`src/hw/rtl/mjs_pkg.sv`:
```
// Package for the multi-policy job scheduler.
// Holds the beat types, opcodes, policy codes, register indexes and defaults.
// No dependencies.
`default_nettype none

package mjs_pkg;

    localparam int SLOT_FIELD_W   = 4;
    localparam int BURST_FIELD_W  = 24;
    localparam int POLICY_W       = 2;
    localparam int QUANTUM_W      = 16;
    localparam int TOTAL_W        = 5;
    localparam int CFG_DATA_W     = 16;
    localparam int CFG_INDEX_W    = 2;

    localparam int DEF_MAX_JOBS   = 16;
    localparam int DEF_BURST_BITS = 24;

    localparam logic [QUANTUM_W-1:0] DEF_QUANTUM = QUANTUM_W'(500);

    localparam logic OP_ARRIVE = 1'b0;
    localparam logic OP_TICK   = 1'b1;

    localparam logic [POLICY_W-1:0] MODE_FIFO = 2'd0;
    localparam logic [POLICY_W-1:0] MODE_RR   = 2'd1;
    localparam logic [POLICY_W-1:0] MODE_SJF  = 2'd2;
    localparam logic [POLICY_W-1:0] MODE_PSJF = 2'd3;

    localparam logic [CFG_INDEX_W-1:0] CFG_POLICY  = 2'd0;
    localparam logic [CFG_INDEX_W-1:0] CFG_QUANTUM = 2'd1;
    localparam logic [CFG_INDEX_W-1:0] CFG_TOTAL   = 2'd2;

    typedef struct packed {
        logic                     opcode;
        logic [BURST_FIELD_W-1:0] burst_length;
    } t_in_beat;

    typedef struct packed {
        logic [SLOT_FIELD_W-1:0] slot;
        logic                    slot_valid;
        logic                    table_full;
        logic                    finished;
        logic [SLOT_FIELD_W-1:0] finished_slot;
        logic                    switched;
        logic                    all_done;
    } t_out_beat;

    typedef struct packed {
        logic clear;
        logic go;
        logic first_only;
    } t_scan_ctl;

endpackage

`default_nettype wire

```
`src/hw/rtl/mjs_scan.sv`:
```
// Shared compare unit of the job scheduler: tracks the first or the shortest job.
// Takes one slot per cycle from the sequencer. Depends on mjs_pkg.
`default_nettype none

module mjs_scan #(
    parameter int MAX_JOBS   = mjs_pkg::DEF_MAX_JOBS,
    parameter int BURST_BITS = mjs_pkg::DEF_BURST_BITS
) (
    input  wire logic                          i_clk,
    input  wire logic                          i_rst_n,
    input  wire mjs_pkg::t_scan_ctl            i_ctl,
    input  wire logic [$clog2(MAX_JOBS)-1:0]   i_idx,
    input  wire logic                          i_used,
    input  wire logic [BURST_BITS-1:0]         i_value,
    output logic                               o_found,
    output logic [$clog2(MAX_JOBS)-1:0]        o_best
);
    import mjs_pkg::*;

    localparam int SLOT_W = $clog2(MAX_JOBS);

    logic                  r_found;
    logic [SLOT_W-1:0]     r_best;
    logic [BURST_BITS-1:0] r_best_val;
    logic                  candidate;
    logic                  take;

    assign candidate = i_ctl.go && i_used && (i_value != '0);
    assign take      = candidate && (!r_found || (!i_ctl.first_only && (i_value < r_best_val)));

    always_ff @(posedge i_clk) begin
        if (!i_rst_n) begin
            r_found <= 1'b0;
        end else if (i_ctl.clear) begin
            r_found <= 1'b0;
        end else if (take) begin
            r_found <= 1'b1;
        end
    end

    always_ff @(posedge i_clk) begin
        if (i_ctl.clear) begin
            r_best <= '0;
        end else if (take) begin
            r_best     <= i_idx;
            r_best_val <= i_value;
        end
    end

    assign o_found = r_found;
    assign o_best  = r_best;

endmodule

`default_nettype wire

```
`src/hw/rtl/mjs_core.sv`:
```
// Sequencer of the job scheduler with the burst memory, the round robin ring
// and the job table flags. Uses mjs_scan for the slot walk. Depends on mjs_pkg.
`default_nettype none

module mjs_core #(
    parameter int MAX_JOBS   = mjs_pkg::DEF_MAX_JOBS,
    parameter int BURST_BITS = mjs_pkg::DEF_BURST_BITS
) (
    input  wire logic                            i_clk,
    input  wire logic                            i_rst_n,
    input  wire logic                            i_in_valid,
    output logic                                 o_in_ready,
    input  wire mjs_pkg::t_in_beat               i_in_beat,
    input  wire logic [mjs_pkg::POLICY_W-1:0]    i_policy,
    input  wire logic [mjs_pkg::QUANTUM_W-1:0]   i_quantum,
    input  wire logic [mjs_pkg::TOTAL_W-1:0]     i_job_total,
    output logic                                 o_res_valid,
    input  wire logic                            i_res_ready,
    output mjs_pkg::t_out_beat                   o_res
);
    import mjs_pkg::*;

    localparam int SLOT_W = $clog2(MAX_JOBS);
    localparam int CNT_W  = $clog2(MAX_JOBS + 1);
    localparam int DONE_W = (CNT_W > TOTAL_W) ? CNT_W : TOTAL_W;
    localparam logic [SLOT_W-1:0] LAST_SLOT = SLOT_W'(MAX_JOBS - 1);
    localparam logic [CNT_W-1:0]  FULL_CNT  = CNT_W'(MAX_JOBS);

    localparam int ST_W = 4;
    localparam logic [ST_W-1:0] ST_IDLE  = 4'd0;
    localparam logic [ST_W-1:0] ST_FIN   = 4'd1;
    localparam logic [ST_W-1:0] ST_RQ1   = 4'd2;
    localparam logic [ST_W-1:0] ST_RQ2   = 4'd3;
    localparam logic [ST_W-1:0] ST_SCAN  = 4'd4;
    localparam logic [ST_W-1:0] ST_SEND  = 4'd5;
    localparam logic [ST_W-1:0] ST_SRES  = 4'd6;
    localparam logic [ST_W-1:0] ST_APPLY = 4'd7;
    localparam logic [ST_W-1:0] ST_DEC   = 4'd8;
    localparam logic [ST_W-1:0] ST_OUT   = 4'd9;

    logic [BURST_BITS-1:0] mem_rt [MAX_JOBS];
    logic [SLOT_W-1:0]     mem_rq [MAX_JOBS];

    logic [ST_W-1:0]       r_state, n_state;
    logic [MAX_JOBS-1:0]   r_used;
    logic [SLOT_W-1:0]     r_q_head;
    logic [SLOT_W-1:0]     r_q_tail;
    logic [CNT_W-1:0]      r_q_count;
    logic [SLOT_W-1:0]     r_active_slot;
    logic                  r_active_valid;
    logic [QUANTUM_W-1:0]  r_since;
    logic [CNT_W-1:0]      r_jobs_loaded;
    logic [CNT_W-1:0]      r_jobs_done;
    logic [SLOT_W-1:0]     r_scan;
    logic                  r_cmp_go;
    logic                  r_rot_done;
    logic                  r_run;
    logic [SLOT_W-1:0]     r_pick;
    logic [SLOT_W-1:0]     r_cmp_idx;
    logic [BURST_BITS-1:0] r_rd;
    logic [SLOT_W-1:0]     r_ring;
    t_out_beat             r_res;

    logic [BURST_BITS-1:0] burst;
    logic                  accept;
    logic                  is_tick;
    logic                  arr_ok;
    logic                  q_full;
    logic [SLOT_W-1:0]     slot_new;
    logic                  retire;
    logic                  act_post;
    logic                  rotate;
    logic                  all_done_now;
    logic                  switched;
    logic [SLOT_W-1:0]     new_slot;
    logic                  rt_we;
    logic [SLOT_W-1:0]     rt_waddr;
    logic [BURST_BITS-1:0] rt_wdata;
    logic [SLOT_W-1:0]     rt_raddr;
    logic                  rq_we;
    logic [SLOT_W-1:0]     rq_wdata;
    t_scan_ctl             scan_ctl;
    logic                  scan_found;
    logic [SLOT_W-1:0]     scan_best;
    t_out_beat             idle_res;

    function automatic logic [SLOT_W-1:0] wrap_inc(input logic [SLOT_W-1:0] v);
        return (v == LAST_SLOT) ? '0 : SLOT_W'(v + SLOT_W'(1));
    endfunction

    assign burst        = BURST_BITS'(i_in_beat.burst_length);
    assign accept       = i_in_valid && (r_state == ST_IDLE);
    assign is_tick      = (i_in_beat.opcode == OP_TICK);
    assign arr_ok       = accept && !is_tick && (burst != '0) && (r_jobs_loaded != FULL_CNT);
    assign q_full       = (r_q_count == FULL_CNT);
    assign slot_new     = r_jobs_loaded[SLOT_W-1:0];
    assign retire       = r_active_valid && (r_rd == '0);
    assign act_post     = r_active_valid && !retire;
    assign rotate       = r_active_valid && (r_q_count != '0) && (r_since >= i_quantum)
                          && !r_rot_done;
    assign all_done_now = DONE_W'(r_jobs_done) >= DONE_W'(i_job_total);
    assign switched     = (r_run != r_active_valid) || (r_run && (r_pick != r_active_slot));
    assign new_slot     = r_run ? r_pick : '0;

    always_comb begin
        idle_res          = '0;
        idle_res.all_done = all_done_now;
        if (!is_tick && (burst != '0)) begin
            if (r_jobs_loaded == FULL_CNT) begin
                idle_res.table_full = 1'b1;
            end else begin
                idle_res.slot       = SLOT_FIELD_W'(slot_new);
                idle_res.slot_valid = 1'b1;
            end
        end
    end

    always_comb begin
        rt_we    = arr_ok;
        rt_waddr = slot_new;
        rt_wdata = burst;
        if (r_state == ST_DEC) begin
            rt_we    = r_active_valid && (r_rd != '0);
            rt_waddr = r_active_slot;
            rt_wdata = BURST_BITS'(r_rd - BURST_BITS'(1));
        end
    end

    always_comb begin
        unique case (r_state)
            ST_SCAN:  rt_raddr = r_scan;
            ST_APPLY: rt_raddr = new_slot;
            default:  rt_raddr = r_active_slot;
        endcase
    end

    assign rq_we    = (arr_ok && (i_policy == MODE_RR) && !q_full)
                      || ((r_state == ST_RQ2) && rotate);
    assign rq_wdata = (r_state == ST_RQ2) ? r_ring : slot_new;

    always_ff @(posedge i_clk) begin
        if (rt_we) begin
            mem_rt[rt_waddr] <= rt_wdata;
        end
        r_rd <= mem_rt[rt_raddr];
    end

    always_ff @(posedge i_clk) begin
        if (rq_we) begin
            mem_rq[r_q_tail] <= rq_wdata;
        end
        r_ring <= mem_rq[r_q_head];
    end

    assign scan_ctl.clear      = (r_state == ST_FIN);
    assign scan_ctl.go         = r_cmp_go;
    assign scan_ctl.first_only = (i_policy == MODE_FIFO);

    mjs_scan #(
        .MAX_JOBS   (MAX_JOBS),
        .BURST_BITS (BURST_BITS)
    ) u_scan (
        .i_clk   (i_clk),
        .i_rst_n (i_rst_n),
        .i_ctl   (scan_ctl),
        .i_idx   (r_cmp_idx),
        .i_used  (r_used[r_cmp_idx]),
        .i_value (r_rd),
        .o_found (scan_found),
        .o_best  (scan_best)
    );

    always_comb begin
        n_state = r_state;
        unique case (r_state)
            ST_IDLE: begin
                if (accept) begin
                    n_state = is_tick ? ST_FIN : ST_OUT;
                end
            end
            ST_FIN: begin
                if (act_post && ((i_policy == MODE_FIFO) || (i_policy == MODE_SJF))) begin
                    n_state = ST_APPLY;
                end else if (i_policy == MODE_RR) begin
                    n_state = ST_RQ1;
                end else begin
                    n_state = ST_SCAN;
                end
            end
            ST_RQ1:   n_state = ST_RQ2;
            ST_RQ2:   n_state = rotate ? ST_RQ1 : ST_APPLY;
            ST_SCAN:  n_state = (r_scan == LAST_SLOT) ? ST_SEND : ST_SCAN;
            ST_SEND:  n_state = ST_SRES;
            ST_SRES:  n_state = ST_APPLY;
            ST_APPLY: n_state = ST_DEC;
            ST_DEC:   n_state = ST_OUT;
            ST_OUT: begin
                if (i_res_ready) begin
                    n_state = ST_IDLE;
                end
            end
            default:  n_state = ST_IDLE;
        endcase
    end

    always_ff @(posedge i_clk) begin
        if (!i_rst_n) begin
            r_state        <= ST_IDLE;
            r_used         <= '0;
            r_q_head       <= '0;
            r_q_tail       <= '0;
            r_q_count      <= '0;
            r_active_slot  <= '0;
            r_active_valid <= 1'b0;
            r_since        <= '0;
            r_jobs_loaded  <= '0;
            r_jobs_done    <= '0;
            r_scan         <= '0;
            r_cmp_go       <= 1'b0;
            r_rot_done     <= 1'b0;
            r_run          <= 1'b0;
        end else begin
            r_state  <= n_state;
            r_cmp_go <= (r_state == ST_SCAN);
            unique case (r_state)
                ST_IDLE: begin
                    if (arr_ok) begin
                        r_used[slot_new] <= 1'b1;
                        r_jobs_loaded    <= CNT_W'(r_jobs_loaded + CNT_W'(1));
                        if ((i_policy == MODE_RR) && !q_full) begin
                            r_q_tail  <= wrap_inc(r_q_tail);
                            r_q_count <= CNT_W'(r_q_count + CNT_W'(1));
                        end
                    end
                end
                ST_FIN: begin
                    if (retire) begin
                        r_used[r_active_slot] <= 1'b0;
                        r_active_valid        <= 1'b0;
                        if (r_jobs_done != FULL_CNT) begin
                            r_jobs_done <= CNT_W'(r_jobs_done + CNT_W'(1));
                        end
                        if ((i_policy == MODE_RR) && (r_q_count != '0)) begin
                            r_q_head  <= wrap_inc(r_q_head);
                            r_q_count <= CNT_W'(r_q_count - CNT_W'(1));
                        end
                    end
                    r_run      <= 1'b1;
                    r_scan     <= '0;
                    r_rot_done <= 1'b0;
                end
                ST_RQ2: begin
                    if (rotate) begin
                        r_q_tail   <= wrap_inc(r_q_tail);
                        r_q_head   <= wrap_inc(r_q_head);
                        r_since    <= '0;
                        r_rot_done <= 1'b1;
                    end else begin
                        r_run <= (r_q_count != '0);
                    end
                end
                ST_SCAN: begin
                    if (r_scan != LAST_SLOT) begin
                        r_scan <= SLOT_W'(r_scan + SLOT_W'(1));
                    end
                end
                ST_SRES: begin
                    r_run <= scan_found;
                end
                ST_APPLY: begin
                    if (switched) begin
                        r_active_valid <= r_run;
                        r_active_slot  <= new_slot;
                        r_since        <= '0;
                    end
                end
                ST_DEC: begin
                    if (r_since != '1) begin
                        r_since <= QUANTUM_W'(r_since + QUANTUM_W'(1));
                    end
                end
                default: begin
                end
            endcase
        end
    end

    always_ff @(posedge i_clk) begin
        r_cmp_idx <= r_scan;
        unique case (r_state)
            ST_IDLE: begin
                if (accept) begin
                    r_res <= idle_res;
                end
            end
            ST_FIN: begin
                if (retire) begin
                    r_res.finished      <= 1'b1;
                    r_res.finished_slot <= SLOT_FIELD_W'(r_active_slot);
                end
                r_pick <= r_active_slot;
            end
            ST_RQ2: begin
                r_pick <= r_ring;
            end
            ST_SRES: begin
                r_pick <= scan_best;
            end
            ST_APPLY: begin
                r_res.switched <= switched;
            end
            ST_DEC: begin
                r_res.slot       <= r_active_valid ? SLOT_FIELD_W'(r_active_slot) : '0;
                r_res.slot_valid <= r_active_valid;
                r_res.all_done   <= all_done_now;
            end
            default: begin
            end
        endcase
    end

    assign o_in_ready  = (r_state == ST_IDLE);
    assign o_res_valid = (r_state == ST_OUT);
    assign o_res       = r_res;

endmodule

`default_nettype wire

```
`src/hw/rtl/multi_policy_job_scheduler.sv`:
```
// Top level of the multi-policy job scheduler: configuration registers and
// the output register. Instantiates mjs_core. Depends on mjs_pkg.
//
//   Channel  Direction  Signals                                   Beat
//   in       in         i_in_valid / o_in_ready / i_in_beat        arrive or tick
//   out      out        o_out_valid / i_out_ready / o_out_beat     one result per input
//   cfg      in         i_cfg_we / i_cfg_index / i_cfg_data        register write
//
// An arrive beat goes from the idle to the output state. A tick beat passes the
// finish, apply, decrement and output states when a FIFO or SJF job keeps running;
// round robin adds the two ring states, twice when the queue rotates; else the
// compare unit walks the job table one slot per cycle for the first or the shortest
// job. The input is taken again while a result waits in the output register.
// Reset is synchronous and active low; there is no clearing pass.
`default_nettype none

module multi_policy_job_scheduler #(
    parameter int MAX_JOBS   = mjs_pkg::DEF_MAX_JOBS,
    parameter int BURST_BITS = mjs_pkg::DEF_BURST_BITS
) (
    input  wire logic                              i_clk,
    input  wire logic                              i_rst_n,
    input  wire logic                              i_in_valid,
    output logic                                   o_in_ready,
    input  wire mjs_pkg::t_in_beat                 i_in_beat,
    output logic                                   o_out_valid,
    input  wire logic                              i_out_ready,
    output mjs_pkg::t_out_beat                     o_out_beat,
    input  wire logic                              i_cfg_we,
    input  wire logic [mjs_pkg::CFG_INDEX_W-1:0]   i_cfg_index,
    input  wire logic [mjs_pkg::CFG_DATA_W-1:0]    i_cfg_data
);
    import mjs_pkg::*;

    logic [POLICY_W-1:0]  r_policy;
    logic [QUANTUM_W-1:0] r_quantum;
    logic [TOTAL_W-1:0]   r_job_total;
    logic                 r_out_valid;
    t_out_beat            r_out_beat;

    logic                 res_valid;
    logic                 res_ready;
    t_out_beat            res;

    always_ff @(posedge i_clk) begin
        if (!i_rst_n) begin
            r_policy    <= MODE_FIFO;
            r_quantum   <= DEF_QUANTUM;
            r_job_total <= '0;
        end else if (i_cfg_we) begin
            unique case (i_cfg_index)
                CFG_POLICY:  r_policy    <= i_cfg_data[POLICY_W-1:0];
                CFG_QUANTUM: r_quantum   <= i_cfg_data[QUANTUM_W-1:0];
                CFG_TOTAL:   r_job_total <= i_cfg_data[TOTAL_W-1:0];
                default: begin
                end
            endcase
        end
    end

    assign res_ready = !r_out_valid || i_out_ready;

    always_ff @(posedge i_clk) begin
        if (!i_rst_n) begin
            r_out_valid <= 1'b0;
        end else if (res_ready) begin
            r_out_valid <= res_valid;
        end
    end

    always_ff @(posedge i_clk) begin
        if (res_ready && res_valid) begin
            r_out_beat <= res;
        end
    end

    mjs_core #(
        .MAX_JOBS   (MAX_JOBS),
        .BURST_BITS (BURST_BITS)
    ) u_core (
        .i_clk       (i_clk),
        .i_rst_n     (i_rst_n),
        .i_in_valid  (i_in_valid),
        .o_in_ready  (o_in_ready),
        .i_in_beat   (i_in_beat),
        .i_policy    (r_policy),
        .i_quantum   (r_quantum),
        .i_job_total (r_job_total),
        .o_res_valid (res_valid),
        .i_res_ready (res_ready),
        .o_res       (res)
    );

    assign o_out_valid = r_out_valid;
    assign o_out_beat  = r_out_beat;

endmodule

`default_nettype wire

```
`config.mk`:
```
export PLATFORM = sky130hd
export DESIGN_NAME = multi_policy_job_scheduler
export DESIGN_NICKNAME = d
export VERILOG_FILES = /design/src/hw/rtl/mjs_pkg.sv /design/src/hw/rtl/mjs_scan.sv /design/src/hw/rtl/mjs_core.sv /design/src/hw/rtl/multi_policy_job_scheduler.sv
export SDC_FILE = /design/constraint.sdc
export NUM_CORES = 1
export LEC_CHECK = 0
export BUFFER_PORTS_ARGS = -buffer_cell sky130_fd_sc_hd__buf_2
export CAP_MARGIN = 5
export CORE_ASPECT_RATIO = 0.9
export CORE_MARGIN = 2
export CORE_UTILIZATION = 40
export DETAILED_ROUTE_END_ITERATION = 10
export MAX_ROUTING_LAYER = met4
export PLACE_DENSITY = 0.64
export SLEW_MARGIN = 20
export SYNTH_ARGS = -nofsm -noshare
export SYNTH_HDL_FRONTEND = slang
export SYNTH_HIERARCHICAL = 1
export SYNTH_SLANG_ARGS = --single-unit
```
`constraint.sdc`:
```
create_clock -name i_clk -period 4.45 [get_ports i_clk]
set_input_delay 0.445 -clock i_clk [delete_from_list [all_inputs] [get_ports i_clk]]
set_output_delay 0.445 -clock i_clk [all_outputs]
set_load 0.005 [all_outputs]
```
==> results.yml <==
outcome:
  outcome: "complete, no violations"
pwr:
  power_frac_clock: 0.372
  switching_power_mw: 4.02
  power.density_cell_area_mw_per_mm2: 480
  switching_share: 0.270
  combPwrFrac: 0.147
  p_seq_frac: 0.481
  p_int_mw: 10.9
  p_leak_nw: 11.0
  ir_worst_vdd_mv: 0.282
route:
  vias_per_cell: 5.74
  wl_um: 69000
  drc: 0
  routed-via-count: 18200
  wl_per_cell_um: 21.8
  drt_iter0_drc: 1792
  ant_nets: 0
  first_pass_iters: 7
worst_setup_path:
  cp_data_required_time_ns: 4.66
  criticalPathCategory: "flop to flop"
  cp_max_fo: 24
  critPathLaunchType: "flop"
  r2r_slack_ns: 0.60
  crit_path_end_kind: "flop"
  crit_arrival_ns: 4.06
sta:
  fin_ws_ns: 0.597
  hold_slack_ns: 0.128
  hold_violations: 0
  tns_ns: 0
  setup_viol: 0
  tightestPinTransition_ns: 1.15
  finClkSkew_ns: 0.0184
  rsz0062_at_grt: "no"
  clock.fmax_mhz: 260
  post-route-period-util: 0.866
  maxSlewHeadroom: 0.234
  report.final.slew_viol_count: 0
  min_period_ns: 3.85
worst_hold_path:
  min_path_type: "input pin to flop"
run:
  cap_violations: 0
synth:
  synth_commonest_cells: "502 x edfxtp_1, 330 x nand2_1, 132 x dfxtp_1, 126 x a211oi_1, 108 x and3_1"
  yosysTopAreaCellShare: 0.553
  synthCells: 2190
  syn_area_per_cell_um2: 12.4
  synth_flop_cell: "edfxtp_1"
  synth_nets: 2301
  netlist_area_mm2: 0.0273
  synth_edf_count: 502
  synth_seq_area_share: 0.650
  synth.area.top_cells: "edfxtp_1 55%, dfxtp_1 9.7%, nand2_1 4.5%"
  ys_types: 85
  synth-seq-cells: 634
  yosysMostFrequentCell: "edfxtp_1"
  yosysTopAreaCell: "edfxtp_1"
  yosys_warnings: 6
  async_flop_share: 0
global_routing:
  first_global_vias: 17500
  grt_max_degree: 98
  grt_overflow: 0
  grt_antenna_before_repair: 1
  grt_first_pass_wirelength_um: 106000
  grt_usage: 0.202
cts:
  clock_sinks: 634
  clk_pin_slew_ns: 0.06
  cts-root-buf: "clkbuf_16"
  ctsResizeCount: 0
  cts_setup_buffers: 0
  cts-hold-fix-buffers: 0
  cts_buffers: 67
  htreeDepth: 3
  cts_tree: "built"
  clk_latency_ns: 0.59
  cts_max_path_buffers: 3
floorplanning:
  die_height_um: 252
  start_util: 0.405
  fp-row-count: 90
  die-area_mm2: 0.0702
  boundaryPins: 63
  die_w_um: 279
  core_mm2: 0.0672
final_layout:
  layout-drive-gt1-share: 0.129
  area_delta_synth_final_pct: 13.9
  antenna_cells: 0
  finish.net_count: 2351
place:
  gp_congestion: 0.872
  io_buffer_count: 62
  hpwlAfterDp_um: 44500
  place_ws_ns: 0.669
==> registers in the layout, summed over array words and instances (netlist names), 5 cells and up <==
name                      count
r_quantum                    16
u_core/r_jobs_loaded          5
u_core/r_jobs_done            5
u_core/o_res                 13
u_core/mem_rq                64
u_core/r_since               16
r_job_total                   5
o_out_beat                   13
u_core/r_q_count              5
u_core/u_scan/r_best_val     24
u_core/r_used                16
u_core/r_rd                  24
u_core/mem_rt               384
==> area by class of cell <==
cell class              count  area, µm²
fillers                  5898      36200
repair buffers            122        898
inverters                  78        293
flip-flops and latches    634      17700
multi-input cells        1337       8860
clock buffers              88       1860
clock inverters            32        315
well taps                 874       1090
==> worst max-delay path: stages, from the launching register on <==
cell and delay (ns):
dfxtp_1 0.49, nor4_2 0.43, nand2_1 0.21, a211oi_2 0.41, a22oi_1 0.20, o32ai_1 0.56, nand2_1 0.42, nor2_4 0.73
==> logic make-up after synthesis <==
family | synth area share
xor+xnor | 0.0125
compound gates | 0.119
simple gates | 0.125
buf+inv | 0.0322
mux | 0.0317
flops | 0.650
fa+ha+maj | 0.0292
==> final timing paths <==
path                            cells past startpoint         startpoint                   end
worst min register to register                      0   u_core/r_scan[3]   u_core/r_cmp_idx[3]
worst max register to register                      7  u_core/r_state[3]  u_core/mem_rt[1][19]
worst min-delay path                                3      i_cfg_data[4]        r_job_total[4]
worst max-delay path                                7  u_core/r_state[3]  u_core/mem_rt[1][19]
==> per-stage QoR <==
| stage | std cells | total power, mW | cell area, µm² | utilization |
|---|---|---|---|---|
| detailed placement | 3045 | 9.46 | 28900 | 0.429 |
| CTS | 3165 | 15.0 | 31000 | 0.462 |
| global placement | 3045 | 9.40 | 28900 | 0.429 |
| finish | 3165 | 14.9 | 31000 | 0.462 |
| global route | 3165 | 15.5 | 31000 | 0.462 |
| floorplan | 2190 | 8.50 | 27300 | - |
==> layer usage <==
metal | vias up | routed length (µm) | track usage
li1 | 8389 | - | -
met1 | 8990 | 30000 | 0.271
met3 | 119 | 5130 | 0.0364
met4 | 0 | 1960 | 0.0725
met5 | - | 0 | -
met2 | 654 | 31900 | 0.308
==> power groups by stage <==
stage	sequential, mW	clock, mW	combinational [mW]
2_1_floorplan	7.13	0	1.37
3_3_place_gp	7.28	0	2.12
3_5_place_dp	7.29	0	2.17
4_1_cts	7.16	5.65	2.18
5_1_grt	7.19	5.89	2.38
6_report	7.17	5.54	2.19
==> placed cells by master, fill, tap and decap left out, types with 15 or more instances in the layout <==
| cell type | instances |
|---|---|
| a211oi_1 | 126 |
| a21oi_1 | 107 |
| a311oi_1 | 50 |
| a31oi_1 | 59 |
| and2_1 | 16 |
| and3_1 | 108 |
| buf_2 | 62 |
| buf_4 | 49 |
| clkbuf_1 | 15 |
| clkbuf_16 | 71 |
| dfxtp_1 | 131 |
| edfxtp_1 | 502 |
| ha_1 | 62 |
| inv_1 | 76 |
| mux2i_1 | 29 |
| mux4_2 | 25 |
| nand2_1 | 327 |
| nand2b_1 | 21 |
| nand3_1 | 24 |
| nand4_1 | 19 |
| nor2_1 | 81 |
| nor2_4 | 16 |
| nor3_1 | 17 |
| nor4_1 | 18 |
| o21ai_0 | 52 |
| xnor2_1 | 25 |
Note: power is estimated with default switching activity, not from simulation.
